### src/sv/dpdm_pkg.sv
package dpdm_pkg;

  localparam int DUTY_W     = 8;
  localparam int WIDE_W     = 16;
  localparam int PCT_W      = 10;
  localparam int DIV_STEPS  = 8;
  localparam int CFG_IDX_W  = 3;
  localparam int IN_DATA_W  = 8;
  localparam int OUT_DATA_W = 16;

  localparam logic [DUTY_W-1:0] DUTY_MAX    = 8'hFF;
  localparam logic [WIDE_W-1:0] PCT_SCALE   = 16'd100;
  // floor(x / 100) == (x * RECIP_100) >> RECIP_SHIFT for any 16-bit x
  localparam logic [16:0]       RECIP_100   = 17'd83887;
  localparam int                RECIP_SHIFT = 23;

  localparam bit SERVICE_BUILD_DEF = 1'b0;

  typedef enum logic [1:0] {
    CMD_RAW  = 2'd0,
    CMD_FMT  = 2'd1,
    CMD_TICK = 2'd2,
    CMD_NOP  = 2'd3
  } cmd_t;

  typedef enum logic [CFG_IDX_W-1:0] {
    REG_DUTY_FLOOR  = 3'd0,
    REG_UPPER_POINT = 3'd1,
    REG_DUTY_CAP    = 3'd2,
    REG_AMP_MAX     = 3'd3,
    REG_AMP_MIN     = 3'd4,
    REG_LOW_MARGIN  = 3'd5,
    REG_HIGH_MARGIN = 3'd6,
    REG_DITHER_EN   = 3'd7
  } reg_idx_t;

  typedef struct packed {
    logic raw_wr;
    logic fmt_load;
    logic prep;
    logic div_step;
    logic mul;
    logic scale;
    logic amp;
    logic margin;
    logic tick;
  } dp_cmd_t;

  typedef struct packed {
    logic no_dither;
    logic use_min;
    logic out_free;
  } dp_stat_t;

endpackage

### src/sv/dpdm_ctrl.sv
module dpdm_ctrl (
  input  logic              clk,
  input  logic              rst,
  input  logic              in_valid,
  input  dpdm_pkg::cmd_t    in_cmd,
  output logic              in_ready,
  input  dpdm_pkg::dp_stat_t stat,
  output dpdm_pkg::dp_cmd_t  cmd
);
  import dpdm_pkg::*;

  localparam int CNT_W = $clog2(DIV_STEPS);

  typedef enum logic [2:0] {
    ST_IDLE,
    ST_PREP,
    ST_DIV,
    ST_MUL,
    ST_SCALE,
    ST_AMP,
    ST_MARGIN,
    ST_TICK
  } state_t;

  state_t           state;
  logic [CNT_W-1:0] cnt;
  logic             take;

  assign in_ready = (state == ST_IDLE);
  assign take     = in_ready && in_valid;

  always_comb begin
    cmd          = '0;
    cmd.raw_wr   = take && (in_cmd == CMD_RAW);
    cmd.fmt_load = take && (in_cmd == CMD_FMT);
    cmd.prep     = (state == ST_PREP);
    cmd.div_step = (state == ST_DIV);
    cmd.mul      = (state == ST_MUL);
    cmd.scale    = (state == ST_SCALE);
    cmd.amp      = (state == ST_AMP);
    cmd.margin   = (state == ST_MARGIN);
    cmd.tick     = (state == ST_TICK) && stat.out_free;
  end

  always_ff @(posedge clk) begin
    if (rst) begin
      state <= ST_IDLE;
      cnt   <= '0;
    end else begin
      case (state)
        ST_IDLE: begin
          if (take) begin
            case (in_cmd)
              CMD_FMT:  state <= ST_PREP;
              CMD_TICK: state <= ST_TICK;
              default:  state <= ST_IDLE;
            endcase
          end
        end
        ST_PREP: begin
          cnt <= '0;
          if (stat.no_dither) begin
            state <= ST_IDLE;
          end else if (stat.use_min) begin
            state <= ST_MARGIN;
          end else begin
            state <= ST_DIV;
          end
        end
        ST_DIV: begin
          cnt <= cnt + 1'b1;
          if (cnt == CNT_W'(DIV_STEPS - 1)) begin
            state <= ST_MUL;
          end
        end
        ST_MUL:    state <= ST_SCALE;
        ST_SCALE:  state <= ST_AMP;
        ST_AMP:    state <= ST_MARGIN;
        ST_MARGIN: state <= ST_IDLE;
        ST_TICK: begin
          if (stat.out_free) begin
            state <= ST_IDLE;
          end
        end
        default: state <= ST_IDLE;
      endcase
    end
  end

endmodule

### src/sv/dpdm_dp.sv
module dpdm_dp #(
  parameter bit SERVICE_BUILD = dpdm_pkg::SERVICE_BUILD_DEF
) (
  input  logic                                clk,
  input  logic                                rst,
  input  logic                                cfg_we,
  input  logic [dpdm_pkg::CFG_IDX_W-1:0]      cfg_index,
  input  logic [dpdm_pkg::DUTY_W-1:0]         cfg_data,
  input  logic [dpdm_pkg::DUTY_W-1:0]         req,
  input  dpdm_pkg::dp_cmd_t                   cmd,
  output dpdm_pkg::dp_stat_t                  stat,
  output logic                                out_valid,
  input  logic                                out_ready,
  output logic [dpdm_pkg::OUT_DATA_W-1:0]     out_data,
  output logic                                out_high
);
  import dpdm_pkg::*;

  // config
  logic [DUTY_W-1:0] duty_floor, upper_point, duty_cap, amp_max, amp_min;
  logic [DUTY_W-1:0] low_margin, high_margin;
  logic              dither_en;

  // state
  logic [DUTY_W-1:0] buf_duty, buf_amp, work_duty, work_amp;
  logic              buf_ready, phase;

  // formatted write scratch
  logic [DUTY_W-1:0] d, a;
  logic [WIDE_W-1:0] quo, rem, dvs, prod;
  logic [PCT_W-1:0]  pct;

  always_ff @(posedge clk) begin
    if (rst) begin
      duty_floor  <= '0;
      upper_point <= DUTY_MAX;
      duty_cap    <= DUTY_MAX;
      amp_max     <= '0;
      amp_min     <= '0;
      low_margin  <= '0;
      high_margin <= DUTY_MAX;
      dither_en   <= 1'b0;
    end else if (cfg_we) begin
      case (reg_idx_t'(cfg_index))
        REG_DUTY_FLOOR:  duty_floor  <= cfg_data;
        REG_UPPER_POINT: upper_point <= cfg_data;
        REG_DUTY_CAP:    duty_cap    <= cfg_data;
        REG_AMP_MAX:     amp_max     <= cfg_data;
        REG_AMP_MIN:     amp_min     <= cfg_data;
        REG_LOW_MARGIN:  low_margin  <= cfg_data;
        REG_HIGH_MARGIN: high_margin <= cfg_data;
        REG_DITHER_EN:   dither_en   <= cfg_data[0];
        default: ;
      endcase
    end
  end

  // clamp to floor and cap, cap wins; the floor is skipped in a service build with dither off
  logic [DUTY_W-1:0] d_clamp;
  always_comb begin
    d_clamp = req;
    if (!SERVICE_BUILD || dither_en) begin
      if (d_clamp < duty_floor) d_clamp = duty_floor;
    end
    if (d_clamp > duty_cap) d_clamp = duty_cap;
  end

  // slope setup, 16-bit wrap
  logic [WIDE_W-1:0] d_off, span, num, amp_diff;
  logic [31:0]       num_full, prod_full;
  logic [32:0]       scaled;
  always_comb begin
    d_off     = {8'b0, d} - {8'b0, duty_floor};
    span      = {8'b0, upper_point} - {8'b0, duty_floor};
    num_full  = d_off * PCT_SCALE;
    num       = num_full[WIDE_W-1:0];
    amp_diff  = {8'b0, amp_max} - {8'b0, amp_min};
    prod_full = quo * amp_diff;
    scaled    = prod * RECIP_100;
  end

  // two restoring divide steps per cycle
  logic [WIDE_W:0]   r1, r2;
  logic              ge1, ge2;
  logic [WIDE_W-1:0] r1s, r2s, quo1, quo2;
  always_comb begin
    r1   = {rem, quo[WIDE_W-1]};
    ge1  = (r1 >= {1'b0, dvs});
    r1s  = ge1 ? WIDE_W'(r1 - {1'b0, dvs}) : r1[WIDE_W-1:0];
    quo1 = {quo[WIDE_W-2:0], ge1};
    r2   = {r1s, quo1[WIDE_W-1]};
    ge2  = (r2 >= {1'b0, dvs});
    r2s  = ge2 ? WIDE_W'(r2 - {1'b0, dvs}) : r2[WIDE_W-1:0];
    quo2 = {quo1[WIDE_W-2:0], ge2};
  end

  // margin clip, only one margin applies
  logic signed [9:0] hi_room, lo_room, a_s;
  logic [DUTY_W-1:0] a_clip;
  always_comb begin
    hi_room = $signed({2'b0, high_margin}) - $signed({2'b0, d});
    lo_room = $signed({2'b0, d}) - $signed({2'b0, low_margin});
    a_s     = $signed({2'b0, a});
    if (a_s > hi_room) begin
      a_clip = hi_room[DUTY_W-1:0];
    end else if (a_s > lo_room) begin
      a_clip = lo_room[DUTY_W-1:0];
    end else begin
      a_clip = a;
    end
  end

  // period tick arithmetic
  logic [DUTY_W-1:0] src_duty, src_amp, new_duty;
  logic [DUTY_W:0]   sum, dif;
  always_comb begin
    src_duty = buf_ready ? buf_duty : work_duty;
    src_amp  = buf_ready ? buf_amp  : work_amp;
    sum      = {1'b0, src_duty} + {1'b0, src_amp};
    dif      = {1'b0, src_duty} - {1'b0, src_amp};
    if (!dither_en) begin
      new_duty = src_duty;
    end else if (!phase) begin
      new_duty = dif[DUTY_W] ? DUTY_MAX : dif[DUTY_W-1:0];
    end else begin
      new_duty = sum[DUTY_W] ? DUTY_MAX : sum[DUTY_W-1:0];
    end
  end

  assign stat.no_dither = !dither_en;
  assign stat.use_min   = (d >= upper_point) || (span == '0);
  assign stat.out_free  = !out_valid || out_ready;

  always_ff @(posedge clk) begin
    if (rst) begin
      buf_duty  <= '0;
      buf_amp   <= '0;
      buf_ready <= 1'b0;
      work_duty <= '0;
      work_amp  <= '0;
      phase     <= 1'b0;
      out_valid <= 1'b0;
    end else begin
      if (cmd.raw_wr) begin
        buf_duty  <= req;
        buf_amp   <= '0;
        buf_ready <= 1'b1;
      end
      if (cmd.prep && !dither_en) begin
        buf_duty  <= d;
        buf_amp   <= '0;
        buf_ready <= 1'b1;
      end
      if (cmd.margin) begin
        buf_duty  <= d;
        buf_amp   <= a_clip;
        buf_ready <= 1'b1;
      end
      if (cmd.tick) begin
        work_duty <= new_duty;
        work_amp  <= src_amp;
        if (dither_en) phase <= !phase;
        out_valid <= 1'b1;
      end else if (out_valid && out_ready) begin
        out_valid <= 1'b0;
      end
    end
  end

  // payload registers
  always_ff @(posedge clk) begin
    if (cmd.fmt_load) d <= d_clamp;
    if (cmd.prep) begin
      a   <= amp_min;
      quo <= num;
      rem <= '0;
      dvs <= span;
    end
    if (cmd.div_step) begin
      quo <= quo2;
      rem <= r2s;
    end
    if (cmd.mul)   prod <= prod_full[WIDE_W-1:0];
    if (cmd.scale) pct  <= scaled[RECIP_SHIFT +: PCT_W];
    if (cmd.amp) begin
      a <= (pct > {2'b0, amp_max}) ? amp_min : amp_max - pct[DUTY_W-1:0];
    end
    if (cmd.tick) begin
      out_data <= {{(OUT_DATA_W - DUTY_W - 1){1'b0}}, new_duty, 1'b0};
      out_high <= dither_en && phase;
    end
  end

endmodule

### src/sv/dithered_pwm_duty_modulator_unit.sv
// channel   dir  fields (lsb first)                      accepted when
// s_axis    in   tdata: duty_request[7:0]                 s_axis_tvalid & s_axis_tready
//                tuser: command[1:0]
// m_axis    out  tdata: duty_value[8:0], zero pad to 16   m_axis_tvalid & m_axis_tready
//                tuser: dither_high
// cfg       in   cfg_index selects, cfg_data[7:0] value   cfg_we
//
// raw write: next request taken in the following cycle
// formatted write: prep only without dither, prep then margin with amplitude at its minimum,
//   else prep, the 2-bit-per-cycle divider, multiply, scale, amplitude and margin
// tick: loads the output register once it is free, waits while it is held
// rst is synchronous and clears control, config and duty state; no clearing pass
// a new request is taken while a finished result still waits in the output register
module dithered_pwm_duty_modulator_unit #(
  parameter bit SERVICE_BUILD = dpdm_pkg::SERVICE_BUILD_DEF
) (
  input  logic                              clk,
  input  logic                              rst,
  // request channel
  input  logic                              s_axis_tvalid,
  output logic                              s_axis_tready,
  input  logic [dpdm_pkg::IN_DATA_W-1:0]    s_axis_tdata,   // duty_request[7:0]
  input  logic [1:0]                        s_axis_tuser,   // command[1:0]
  // result channel
  output logic                              m_axis_tvalid,
  input  logic                              m_axis_tready,
  output logic [dpdm_pkg::OUT_DATA_W-1:0]   m_axis_tdata,   // duty_value[8:0], zeros
  output logic                              m_axis_tuser,   // dither_high
  // register writes
  input  logic                              cfg_we,
  input  logic [dpdm_pkg::CFG_IDX_W-1:0]    cfg_index,
  input  logic [dpdm_pkg::DUTY_W-1:0]       cfg_data
);
  import dpdm_pkg::*;

  dp_cmd_t  cmd;
  dp_stat_t stat;

  // sequencer: decodes the request kind and steps the formatted-write path
  dpdm_ctrl u_ctrl (
    .clk      (clk),
    .rst      (rst),
    .in_valid (s_axis_tvalid),
    .in_cmd   (cmd_t'(s_axis_tuser)),
    .in_ready (s_axis_tready),
    .stat     (stat),
    .cmd      (cmd)
  );

  // datapath: config, duty buffers, divider, scaling and the output register
  dpdm_dp #(
    .SERVICE_BUILD (SERVICE_BUILD)
  ) u_dp (
    .clk       (clk),
    .rst       (rst),
    .cfg_we    (cfg_we),
    .cfg_index (cfg_index),
    .cfg_data  (cfg_data),
    .req       (s_axis_tdata),
    .cmd       (cmd),
    .stat      (stat),
    .out_valid (m_axis_tvalid),
    .out_ready (m_axis_tready),
    .out_data  (m_axis_tdata),
    .out_high  (m_axis_tuser)
  );

endmodule

### config.mk
export PLATFORM = sky130hd
export DESIGN_NAME = dithered_pwm_duty_modulator_unit
export DESIGN_NICKNAME = d
export VERILOG_FILES = /design/src/sv/dpdm_pkg.sv /design/src/sv/dpdm_ctrl.sv /design/src/sv/dpdm_dp.sv /design/src/sv/dithered_pwm_duty_modulator_unit.sv
export SDC_FILE = /design/constraint.sdc
export NUM_CORES = 1
export LEC_CHECK = 0
export CAP_MARGIN = 30
export CELL_PAD_IN_SITES_DETAIL_PLACEMENT = 2
export CELL_PAD_IN_SITES_GLOBAL_PLACEMENT = 2
export CORE_MARGIN = 3
export CORE_UTILIZATION = 30
export CTS_CLUSTER_SIZE = 40
export DETAILED_ROUTE_END_ITERATION = 10
export DONT_BUFFER_PORTS = 1
export PLACE_DENSITY_LB_ADDON = 0.1
export SLEW_MARGIN = 25
export SYNTH_ARGS = -nofsm -noshare
export SYNTH_HDL_FRONTEND = slang
export SYNTH_SLANG_ARGS = --single-unit
### constraint.sdc
create_clock -name clk -period 9.28 [get_ports clk]
set_input_delay 1.856 -clock clk [delete_from_list [all_inputs] [get_ports clk]]
set_output_delay 1.856 -clock clk [all_outputs]
set_load 0.1 [all_outputs]
Word level (Yosys, flattened, before mapping)
Index checks and enable logic that the tools add are counted.

cells by class
  $mul = 3
  $add $sub $neg = 11
  div/mod/pow operators = 0
  magnitude comparators = 8
  bitwise logic cells = 0
  reductions and logical operators = 30
  eq/ne operators = 20
  shift operators = 0
  multiplexer cells = 38

operator list
  cell                                                 count
  2-to-1 mux 8 bit                                     19
  2-to-1 mux 16 bit                                    6
  subtractor 8 x 8 -> 9 bit                            6
  greater-or-equal comparator 17 x 16 -> 1 bit         2
  multiplier 16 x 17 -> 33 bit, second input constant  1
  subtractor 16 bit                                    2
  equality test 3 bit, second input constant           9
  one-hot mux 3 bit (8 select lines)                   1
  greater-than comparator 9 x 10 -> 1 bit              2
  AND reduction 2 bit                                  9
  logical NOT 16 bit                                   1
  multiplier 16 x 16 -> 16 bit                         1
  multiplier 16 x 5 -> 14 bit, second input constant   1
  2-to-1 mux 3 bit                                     5
  equality test 3 x 2 -> 1 bit, second input constant  4
  one-hot mux 3 bit (2 select lines)                   2
  greater-than comparator 10 x 8 -> 1 bit              1
  adder 8 x 8 -> 9 bit                                 1
  greater-or-equal comparator 8 bit                    1
  greater-than comparator 8 bit                        1
  less-than comparator 8 bit                           1
  subtractor 8 bit                                     1
  logical AND 1 bit                                    7
  equality test 3 x 1 -> 1 bit, second input constant  2
  other kinds (13)                                     24

storage, ports and cells
  bits in latches = 0
  memory bits (read-only) = 0
  output and inout bits = 19
  memories = 0
  word-level logic and storage cells = 136
  memory bits (writable) = 0
  bits in registers = 197
  bits of input ports = 26

Logic depth before layout (Yosys ltp)
Gate-level depths: netlist of run 1.

  depth in word-level cells = 6
  depth in mapped cells = 28
  gate-level depth less buffers = 28

Hierarchy
Synthesis of run 1 repeated with hierarchy kept, for this count alone.

unflattened totals
  cell total of the unflattened synthesis = 2250
  area total of the unflattened synthesis = 21390.5 sq um

by module, submodules not included
  module     area an instance (sq um)  sequential area each (sq um)  cells an instance  times used
  dpdm_dp    20875.0                   4604.4                        2189               1
  dpdm_ctrl  515.5                     120.1                         61                 1

Least setup slack after synthesis of run 1
Ideal clock, no wire load.

  kind = register to register
  from = register u_dp.amp_min[1]
  to = register u_dp.prod[15], data pin
  data required time = 9.012 ns
  stages on the path, launching flop included = 27
  data arrival time = 6.556 ns
  period minus slack after synthesis = 6.823 ns
  setup time = 0.268 ns
  buffers on the path = 0
  setup slack = 2.457 ns
  path through = dfxtp_1 inv_1 ha_1 nor2b_1 o21a_1 o21a_1 o21ai_0 nand3_1 nor2b_1 and2_1 fa_1 inv_1 fa_1 inv_1 ha_1 fa_1 fa_1 inv_1 fa_1 inv_1 ha_1 or4_1 a31oi_2 nor2b_1 o21a_1 o41ai_2 xnor3_1

between the ends
  longest elaborated chain between the ends = 2

RTL lines
  element                       line            text
  start: declaration            dpdm_dp.sv:20   logic [DUTY_W-1:0] duty_floor, upper_point, duty_cap, amp_max, amp_min;
  start signal: assignment      dpdm_dp.sv:49   REG_AMP_MIN: amp_min <= cfg_data;
  subtractor 8 x 8 -> 9 bit     dpdm_dp.sv:77   amp_diff = {8'b0, amp_max} - {8'b0, amp_min};
  multiplier 16 x 16 -> 16 bit  dpdm_dp.sv:78   prod_full = quo * amp_diff;
  net u_dp.prod_full[15]        dpdm_dp.sv:70   logic [31:0] num_full, prod_full;
  end signal: assignment        dpdm_dp.sv:183  if (cmd.mul) prod <= prod_full[WIDE_W-1:0];
  end: declaration              dpdm_dp.sv:30   logic [WIDE_W-1:0] quo, rem, dvs, prod;

The timed path passes the listed nets, and every way through them passes these cells.
A chain may end at the register's enable or synchronous reset.

Final worst setup path of run 1
Same ends and word-level chain as after synthesis.

==> flow_summary.ini, run 1 <==
[place]
io_buffer_count = 0
dp_hpwl_um = 56500
place_congestion = 0.811

[final_layout]
final_cell_mix = inv_1, ha_1, fa_1
final_common_cell = inv_1
syn2layout_area_growth_pct = 7.77
n_antenna_cell = 0
drive_gt1_share_pct = 5.22
nNetsFinal = 2919

[job]
cap_viol_max_count = 0

[sta]
tightest_slew_ps = 925
rsz0062_at_grt = no
fin_skew_ps = 18.2
timing.setup.tns_ps = 0
final-setup-viol-count = 0
slew_headroom_pct = 37.9
fmax_mhz = 131
fin_crit_ps = 7650
drv_slew = 0
post-route-period-util_pct = 82.4
final_hold_viol_count = 0

[drt]
routedWlPerCell_um = 20.5
drc = 0
vias_per_cell = 4.91
num_vias = 16225
ant_nets = 0
wl_um = 67900
drt-initial-drc-count = 416
dr.pass1.iters = 4

[synthesis]
yosysWarnings = 0
ys_types = 83
yosysTopAreaCell = ha_1
async_reset_ff_share_pct = 0
synth_area_mm2 = 0.0221
netlist_instances = 2357
ys.flop_type = dfxtp_1
avgSynthCellArea_um2 = 9.36
synth_area_leaders = ha_1, fa_1, edfxtp_1
synth_edf_count = 92
ys_ff_latch = 190
synth.yosys.seq_area_share_pct = 21.4
synth_top_area_share_pct = 20.1

[grt]
grt_pass1_wl_um = 109000
overflow = 0
grt_max_degree = 94
grt_pass1_vias = 18943
antenna_found_initial = 1
grtUsageTotal_pct = 18.1

[critical_path]
cp_max_fo = 9
r2r_setup_slack_ps = 1630
arrival_ps = 7880
startpoint_type = flop
worstSetupPathType = flop to flop
cp-end-kind = flop
crit_required_ps = 9510

[floorplanning]
fp.dieW_um = 277
start_util_pct = 30.6
ios = 45
core_area_mm2 = 0.0721
core.rowCount = 98
die_y_um = 277
die_area_mm2 = 0.0768

[clock_network]
path_clk_slew_ps = 80
cts_buffers = 17
postCtsSetupRepairBufs = 0
cts_tree = yes
postCtsHoldBufs = 0
ctsResizeCount = 0
cts_max_path_buffers = 2
cts_root_buf = clkbuf_16
cts_sinks = 190
h-tree-depth = 4
clk_latency_ps = 490

[worst_hold_path]
hold_path.class = flop to flop

[status]
outcome = completed
## cells by family after synthesis
| kind of cell | count (synthesis) | synth area share [%] |
|---|---|---|
| flip-flops | 190 | 21.4 |
| XOR/XNOR | 105 | 4.33 |
| other | 1 | 0.0170 |
| AO/OA/AOI/OAI | 422 | 12.9 |
| multiplexers | 68 | 3.27 |
| buffers and inverters | 485 | 8.46 |
| AND/OR/NAND/NOR | 536 | 11.8 |
| adder cells (fa/ha/maj) | 550 | 37.8 |
## per-layer routing
layer / global-route usage, % / part of all wire, % / wire length (µm)
met5: 0 / 0 / 0
met3: 2.81 / 2.6 / 1790
met2: 32.7 / 51 / 34400
met1: 22.8 / 45 / 30700
met4: 3.91 / 1.5 / 1050
## state kept, by name (all words and copies together), names as in the netlist, 3 cells and up
signal / count
u_dp.high_margin: 8
u_dp.rem: 16
u_dp.low_margin: 8
u_dp.duty_cap: 8
u_dp.out_data: 8
u_dp.work_duty: 8
u_dp.d: 8
u_dp.quo: 16
u_dp.upper_point: 8
u_dp.buf_amp: 8
u_dp.work_amp: 8
u_dp.prod: 16
u_dp.pct: 10
u_dp.amp_max: 8
u_ctrl.state: 3
u_dp.amp_min: 8
u_ctrl.cnt: 3
u_dp.duty_floor: 8
u_dp.a: 8
u_dp.dvs: 9
u_dp.buf_duty: 8
## synth_stat cells, types with 47 or more instances
cell type  instances
dfxtp_1           98
nor2_1           131
nand2_1          167
ha_1             355
fa_1             195
edfxtp_1          92
inv_1            421
and2_1            48
clkbuf_1          47
o21ai_0           61
xnor2_1           83
nor2b_1           49
a21oi_1          130
## layout make-up
cell class	instances	area, µm²
Timing Repair Buffer	24	193
Fill cell	7997	48300
Tap cell	950	1190
Clock buffer	18	429
Inverter	421	1580
Multi-Input combinational cell	1689	15500
Sequential cell	190	4720
Clock inverter	14	129
## per-stage QoR
stage | setup WS, ps | cell area (µm²) | cells | hold slack [ps] | util [%]
CTS | 1630 | 23700 | 3303 | 462 | 32.9
detailed placement | 1630 | 23200 | 3271 | 451 | 32.2
global route | 1180 | 23800 | 3306 | 483 | 33.0
global placement | 1860 | 23200 | 3267 | 442 | 32.1
floorplan | 2460 | 22100 | 2364 | 427 | -
finish | 1630 | 23800 | 3306 | 458 | 33.0
## worst max-delay path, cell delays in order (launching register included)
cell,delay [ps]
dfxtp_1,390
inv_1,70
ha_1,280
nor2b_1,130
o21a_1,190
o21a_1,210
o21ai_0,350
a21oi_1,140
xor2_1,640
and2_1,250
fa_1,430
fa_1,520
inv_1,50
fa_1,470
fa_1,530
fa_1,530
fa_1,450
xnor2_1,210
xnor2_1,160
xnor2_1,160
xnor2_1,160
xnor2_1,140
xnor3_1,420
xor2_1,260
xnor3_1,270
## path summary, 6_finish.rpt
check | start | end | depth (start not counted)
setup / recovery | u_dp.amp_min[1] | u_dp.prod[15] | 24
hold / removal | u_dp.work_amp[0] | u_dp.work_amp[0] | 2
setup reg to reg | u_dp.amp_min[1] | u_dp.prod[15] | 24
hold reg to reg | u_dp.work_amp[0] | u_dp.work_amp[0] | 2
Power of run 1 is left out: the tool's default activity adds up to more than one toggle a clock period on the data nets, which glitch-free logic cannot reach.
==> run 2: changes to the inputs <==
--- a/config.mk
+++ b/config.mk
@@ -5,6 +5,7 @@
 export SDC_FILE = /design/constraint.sdc
 export NUM_CORES = 1
 export LEC_CHECK = 0
+export ABC_AREA = 1
 export CAP_MARGIN = 30
 export CELL_PAD_IN_SITES_DETAIL_PLACEMENT = 2
 export CELL_PAD_IN_SITES_GLOBAL_PLACEMENT = 2
==> constraint.sdc (replaced) <==
create_clock -name clk -period 7.1 [get_ports clk]
set_input_delay 1.42 -clock clk [delete_from_list [all_inputs] [get_ports clk]]
set_output_delay 1.42 -clock clk [all_outputs]
set_load 0.1 [all_outputs]
==> flow_summary.ini, run 2 <==
[critical_path]
crit_required_ps = 7370
r2r_cells = 36
worstSetupStartpoint = u_dp.amp_max[0]
max_stage_delay_ps = 560
startpoint_type = flop
cp_max_fo = 4
worstReg2RegEnd = u_dp.prod[15]
cp-end-kind = flop
worstSetupPathType = flop to flop
r2r_setup_slack_ps = 390
crit_slowest_cell = fa_1
critPathCapture = u_dp.prod[15]
cpMostUsedCell = inv_1
arrival_ps = 6990
rr_startpoint = u_dp.amp_max[0]

[drt]
vias_per_cell = 4.86
drc = 0
ant_nets = 0
dr.pass1.iters = 4
drt-initial-drc-count = 644
wl_um = 75300
num_vias = 18431
routedWlPerCell_um = 19.9

[final_layout]
regArea_mm2 = 0.00473
fill_cells = 8591
syn2layout_area_growth_pct = 8.77
utilization_pct = 33.0
nNetsFinal = 3383
multiInputGateArea_mm2 = 0.0156
drive_gt1_share_pct = 4.47
reg_top3 = u_dp.prod x16, u_dp.quo x16, u_dp.rem x16
final_common_cell = inv_1
final_cell_mix = inv_1, nand2_1, ha_1

[clock_network]
clk_latency_ps = 500
path_clk_slew_ps = 100
postCtsHoldBufs = 0
cts_root_buf = clkbuf_16
cts_sinks = 190
cts_buffers = 17
h-tree-depth = 4
cts_max_path_buffers = 2
cts_tree = yes

[grt]
grt_max_degree = 74
overflow = 0
antenna_found_initial = 3
grt_pass1_wl_um = 119000
grt_pass1_vias = 20971
grtUsageTotal_pct = 19.6

[synthesis]
ys_types = 60
synth.yosys.seq_area_share_pct = 20.9
avgSynthCellArea_um2 = 8.07
synth_top_family_by_area = adder cells
synth_area_leaders = ha_1, fa_1, edfxtp_1
ys.flop_type = dfxtp_1
synth_most_common_cell = inv_1
async_reset_ff_share_pct = 0
synth_commonest_cells = inv_1, nand2_1, ha_1, a21oi_1, fa_1
synth_fa_ha_area_share_pct = 36.9
netlist_instances = 2805
yosysWarnings = 0
synth_top_area_share_pct = 19.6
synthSimpleGateAreaFrac_pct = 15.6
synth-compound-area-share_pct = 11.8
muxShareOfSynthArea_pct = 0.0885
synth_area_mm2 = 0.0226
synth_xor_area_share_pct = 3.82
synth_edf_count = 92
ys_ff_latch = 190
yosysTopAreaCell = ha_1

[sta]
slew_headroom_pct = 38.9
final-setup-viol-count = 0
post-route-period-util_pct = 94.6
fin_crit_ps = 6710
final_hold_viol_count = 0
fmax_mhz = 149
tightest_slew_ps = 918
fin_skew_ps = 22.1
drv_slew = 0
setup_ws_ps = 386

[floorplanning]
ios = 45
start_util_pct = 30.3
die_y_um = 281
core.rowCount = 100
core_area_mm2 = 0.0746
die_area_mm2 = 0.0787
fp.dieW_um = 281

[status]
outcome = completed

[place]
io_buffer_count = 0
dp_hpwl_um = 62700
place_congestion = 0.829
post-place-ws_ps = 16.3

[job]
cap_viol_max_count = 0

[worst_hold_path]
hold_path.class = flop to flop
[run 2: worst min-delay path by stage]
stage	start	end	slack (ps)	depth (start not counted)
4_1_cts	u_dp.work_amp[0]	u_dp.work_amp[0]	470	2
5_1_grt	u_dp.work_amp[0]	u_dp.work_amp[0]	490	2
6_report	u_dp.work_amp[0]	u_dp.work_amp[0]	460	2
2_1_floorplan	u_dp.work_amp[0]	u_dp.work_amp[0]	420	2
3_5_place_dp	u_dp.work_amp[0]	u_dp.work_amp[0]	450	2
3_3_place_gp	u_dp.work_amp[0]	u_dp.work_amp[0]	440	2
[run 2: layout make-up]
class | count | share of cell area, %
diodes | 1 | 0.0102
clock buffers | 18 | 1.83
clock inverters | 14 | 0.773
inverters | 578 | 8.82
multi-input cells | 1986 | 63.3
flip-flops and latches | 190 | 19.2
well taps | 969 | 4.93
repair buffers | 34 | 1.12
[run 2: cell families after synthesis]
family | Yosys count
simple gates | 849
buf+inv | 636
fa+ha+maj | 550
compound gates | 480
flops | 190
xor+xnor | 97
mux | 2
other cells | 1
[run 2: critical path, delay by kind of cell, from the launching register on]
family,cells,cell delay (ps)
buffers and inverters,9,540
AO/OA/AOI/OAI,5,710
AND/OR/NAND/NOR,13,1220
adder cells (fa/ha/maj),9,3690
flip-flops,1,350
[run 2: per-stage QoR]
stage / setup TNS [ps] / hold slack (ps) / instance area, µm² / std cells
floorplan: 0 / 424 / 22700 / 2812
global placement: 0 / 436 / 23800 / 3751
detailed placement: 0 / 453 / 23800 / 3753
CTS: 0 / 468 / 24500 / 3785
global route: -34.8 / 487 / 24600 / 3789
finish: 0 / 464 / 24600 / 3790
[run 2: layer usage]
metal	wire, µm	track usage (%)	part of all wire [%]	vias to the layer above
met1	36800	27.3	49	9230
met5	9	0	0.012	-
met4	1030	3.78	1.4	2
li1	-	-	-	8991
met2	34700	32.6	46	158
met3	2660	2.82	3.5	50
[run 2: what timing repair did]
action | in CTS | in global routing
buffers inserted | 0 | 2
gates resized for setup | 0 | 30
endpoints found under the setup margin | 0 | 2
Power of run 2 is left out for the same reason.
==> run 3: changes to the inputs <==
--- a/config.mk
+++ b/config.mk
@@ -9,13 +9,15 @@
 export CAP_MARGIN = 30
 export CELL_PAD_IN_SITES_DETAIL_PLACEMENT = 2
 export CELL_PAD_IN_SITES_GLOBAL_PLACEMENT = 2
-export CORE_MARGIN = 3
+export CORE_MARGIN = 8
 export CORE_UTILIZATION = 30
 export CTS_CLUSTER_SIZE = 40
 export DETAILED_ROUTE_END_ITERATION = 10
 export DONT_BUFFER_PORTS = 1
+export MAX_ROUTING_LAYER = met4
 export PLACE_DENSITY_LB_ADDON = 0.1
 export SLEW_MARGIN = 25
 export SYNTH_ARGS = -nofsm -noshare
 export SYNTH_HDL_FRONTEND = slang
 export SYNTH_SLANG_ARGS = --single-unit
+export TNS_END_PERCENT = 30
==> flow_summary.ini, run 3 (synthesized netlist as in run 2, its figures left out) <==
[status]
outcome = completed

[critical_path]
startpoint_type = flop
cp_num_buf_inv = 10
arrival_ps = 6970
crit_required_ps = 7370
cp_top_family = adder cells
crit_slowest_cell = fa_1
max_stage_delay_ps = 570
worstSetupPathType = flop to flop
cp-end-kind = flop
cp_max_fo = 4
cpMostUsedCell = inv_1

[place]
place_inst = 3758
post-place-ws_ps = 28.9
place_congestion = 0.836
dp_hpwl_um = 63700
io_buffer_count = 0

[drt]
vias_per_cell = 4.90
ant_nets = 0
drt-initial-drc-count = 693
routedWlPerCell_um = 20.0
wl_um = 75800
drc = 0
num_vias = 18591
dr.pass1.iters = 6

[job]
cap_viol_max_count = 0

[sta]
fin_skew_ps = 26.4
timing.setup.tns_ps = 0
tightest_slew_ps = 913
fin_crit_ps = 6700
setup_ws_ps = 403
slew_headroom_pct = 39.2
post-route-period-util_pct = 94.3
drv_slew = 0
final-setup-viol-count = 0
fmax_mhz = 149
final_hold_viol_count = 0

[clock_network]
cts_root_buf = clkbuf_16
h-tree-depth = 4
cts_max_path_buffers = 2
clk_latency_ps = 500
cts_buffers = 17
path_clk_slew_ps = 100
cts_tree = yes
cts_sinks = 190

[final_layout]
final_common_cell = inv_1
syn2layout_area_growth_pct = 8.66
fill_cells = 8610
nNetsFinal = 3386
stdcell_count = 3796
reg_top3 = u_dp.prod x16, u_dp.quo x16, u_dp.rem x16
final_cell_mix = inv_1, nand2_1, ha_1
drive_gt1_share_pct = 4.11

[grt]
grt_pass1_wl_um = 120000
overflow = 0
grt_pass1_vias = 20762
antenna_found_initial = 2
grt_max_degree = 48
grtUsageTotal_pct = 18.5

[floorplanning]
die_y_um = 291
die_area_mm2 = 0.0845
fp.dieW_um = 291
start_util_pct = 30.3
core.rowCount = 100
core_area_mm2 = 0.0746
ios = 45

[worst_hold_path]
hold_path.class = flop to flop
[run 3: cell count changes in the layout (fill, tap and decap cells not counted), moves of 2 or more]
cell	previous run	this run
clkinv_8	3	5
dfxtp_1	95	97
dfxtp_2	3	1
diode_2	1	4
ha_1	350	353
ha_2	4	1
inv_12	5	1
inv_6	3	5
inv_8	3	1
nor2_1	179	184
nor2_2	8	4
[run 3: repair_timing]
action	in CTS	in global routing
hold buffers	0	0
hold endpoints to repair	0	0
buffers inserted	0	0
resized for setup	0	17
endpoints found under the setup margin	0	1
[run 3: worst paths after layout]
path / from / end / slack, ps / cells after the start
setup / recovery: u_dp.amp_max[0] / u_dp.prod[15] / 400 / 34
hold / removal: u_dp.work_amp[0] / u_dp.work_amp[0] / 460 / 2
setup reg to reg: u_dp.amp_max[0] / u_dp.prod[15] / 400 / 34
hold reg to reg: u_dp.work_amp[0] / u_dp.work_amp[0] / 460 / 2
[run 3: area by class of cell]
type                    count  area, µm²  share of cell area, %
multi-input cells        1986      15500                   63.2
flip-flops and latches    190       4730                   19.2
inverters                 578       2170                   8.83
well taps                 969       1210                   4.93
clock buffers              18        439                   1.79
repair buffers             37        314                   1.28
clock inverters            14        164                  0.667
diodes                      4       10.0                 0.0407
[run 3: routing by layer]
| metal | GRT usage [%] | vias to the layer above | part of all wire (%) |
|---|---|---|---|
| li1 | - | 9005 | - |
| met1 | 25.1 | 9345 | 50 |
| met2 | 29.7 | 183 | 46 |
| met3 | 2.32 | 58 | 2.5 |
| met4 | 3.39 | 0 | 1.3 |
| met5 | - | - | 0 |
[run 3: worst reg2reg max path, delay by kind of cell, from the launching register on]
| kind | cells | cell delay (ps) |
|---|---|---|
| adder cells (fa/ha/maj) | 9 | 3790 |
| AND/OR/NAND/NOR | 13 | 1430 |
| buffers and inverters | 10 | 700 |
| flip-flops | 1 | 330 |
| AO/OA/AOI/OAI | 2 | 230 |
[run 3: through the flow]
step | hold slack [ps] | area (µm²) | utilization (%)
6_report | 457 | 24600 | 33.0
5_1_grt | 489 | 24600 | 33.0
4_1_cts | 459 | 24500 | 32.8
3_5_place_dp | 445 | 23900 | 32.0
3_3_place_gp | 437 | 23800 | 32.0
2_1_floorplan | 424 | 22700 | -
Power of run 3 is left out for the same reason.
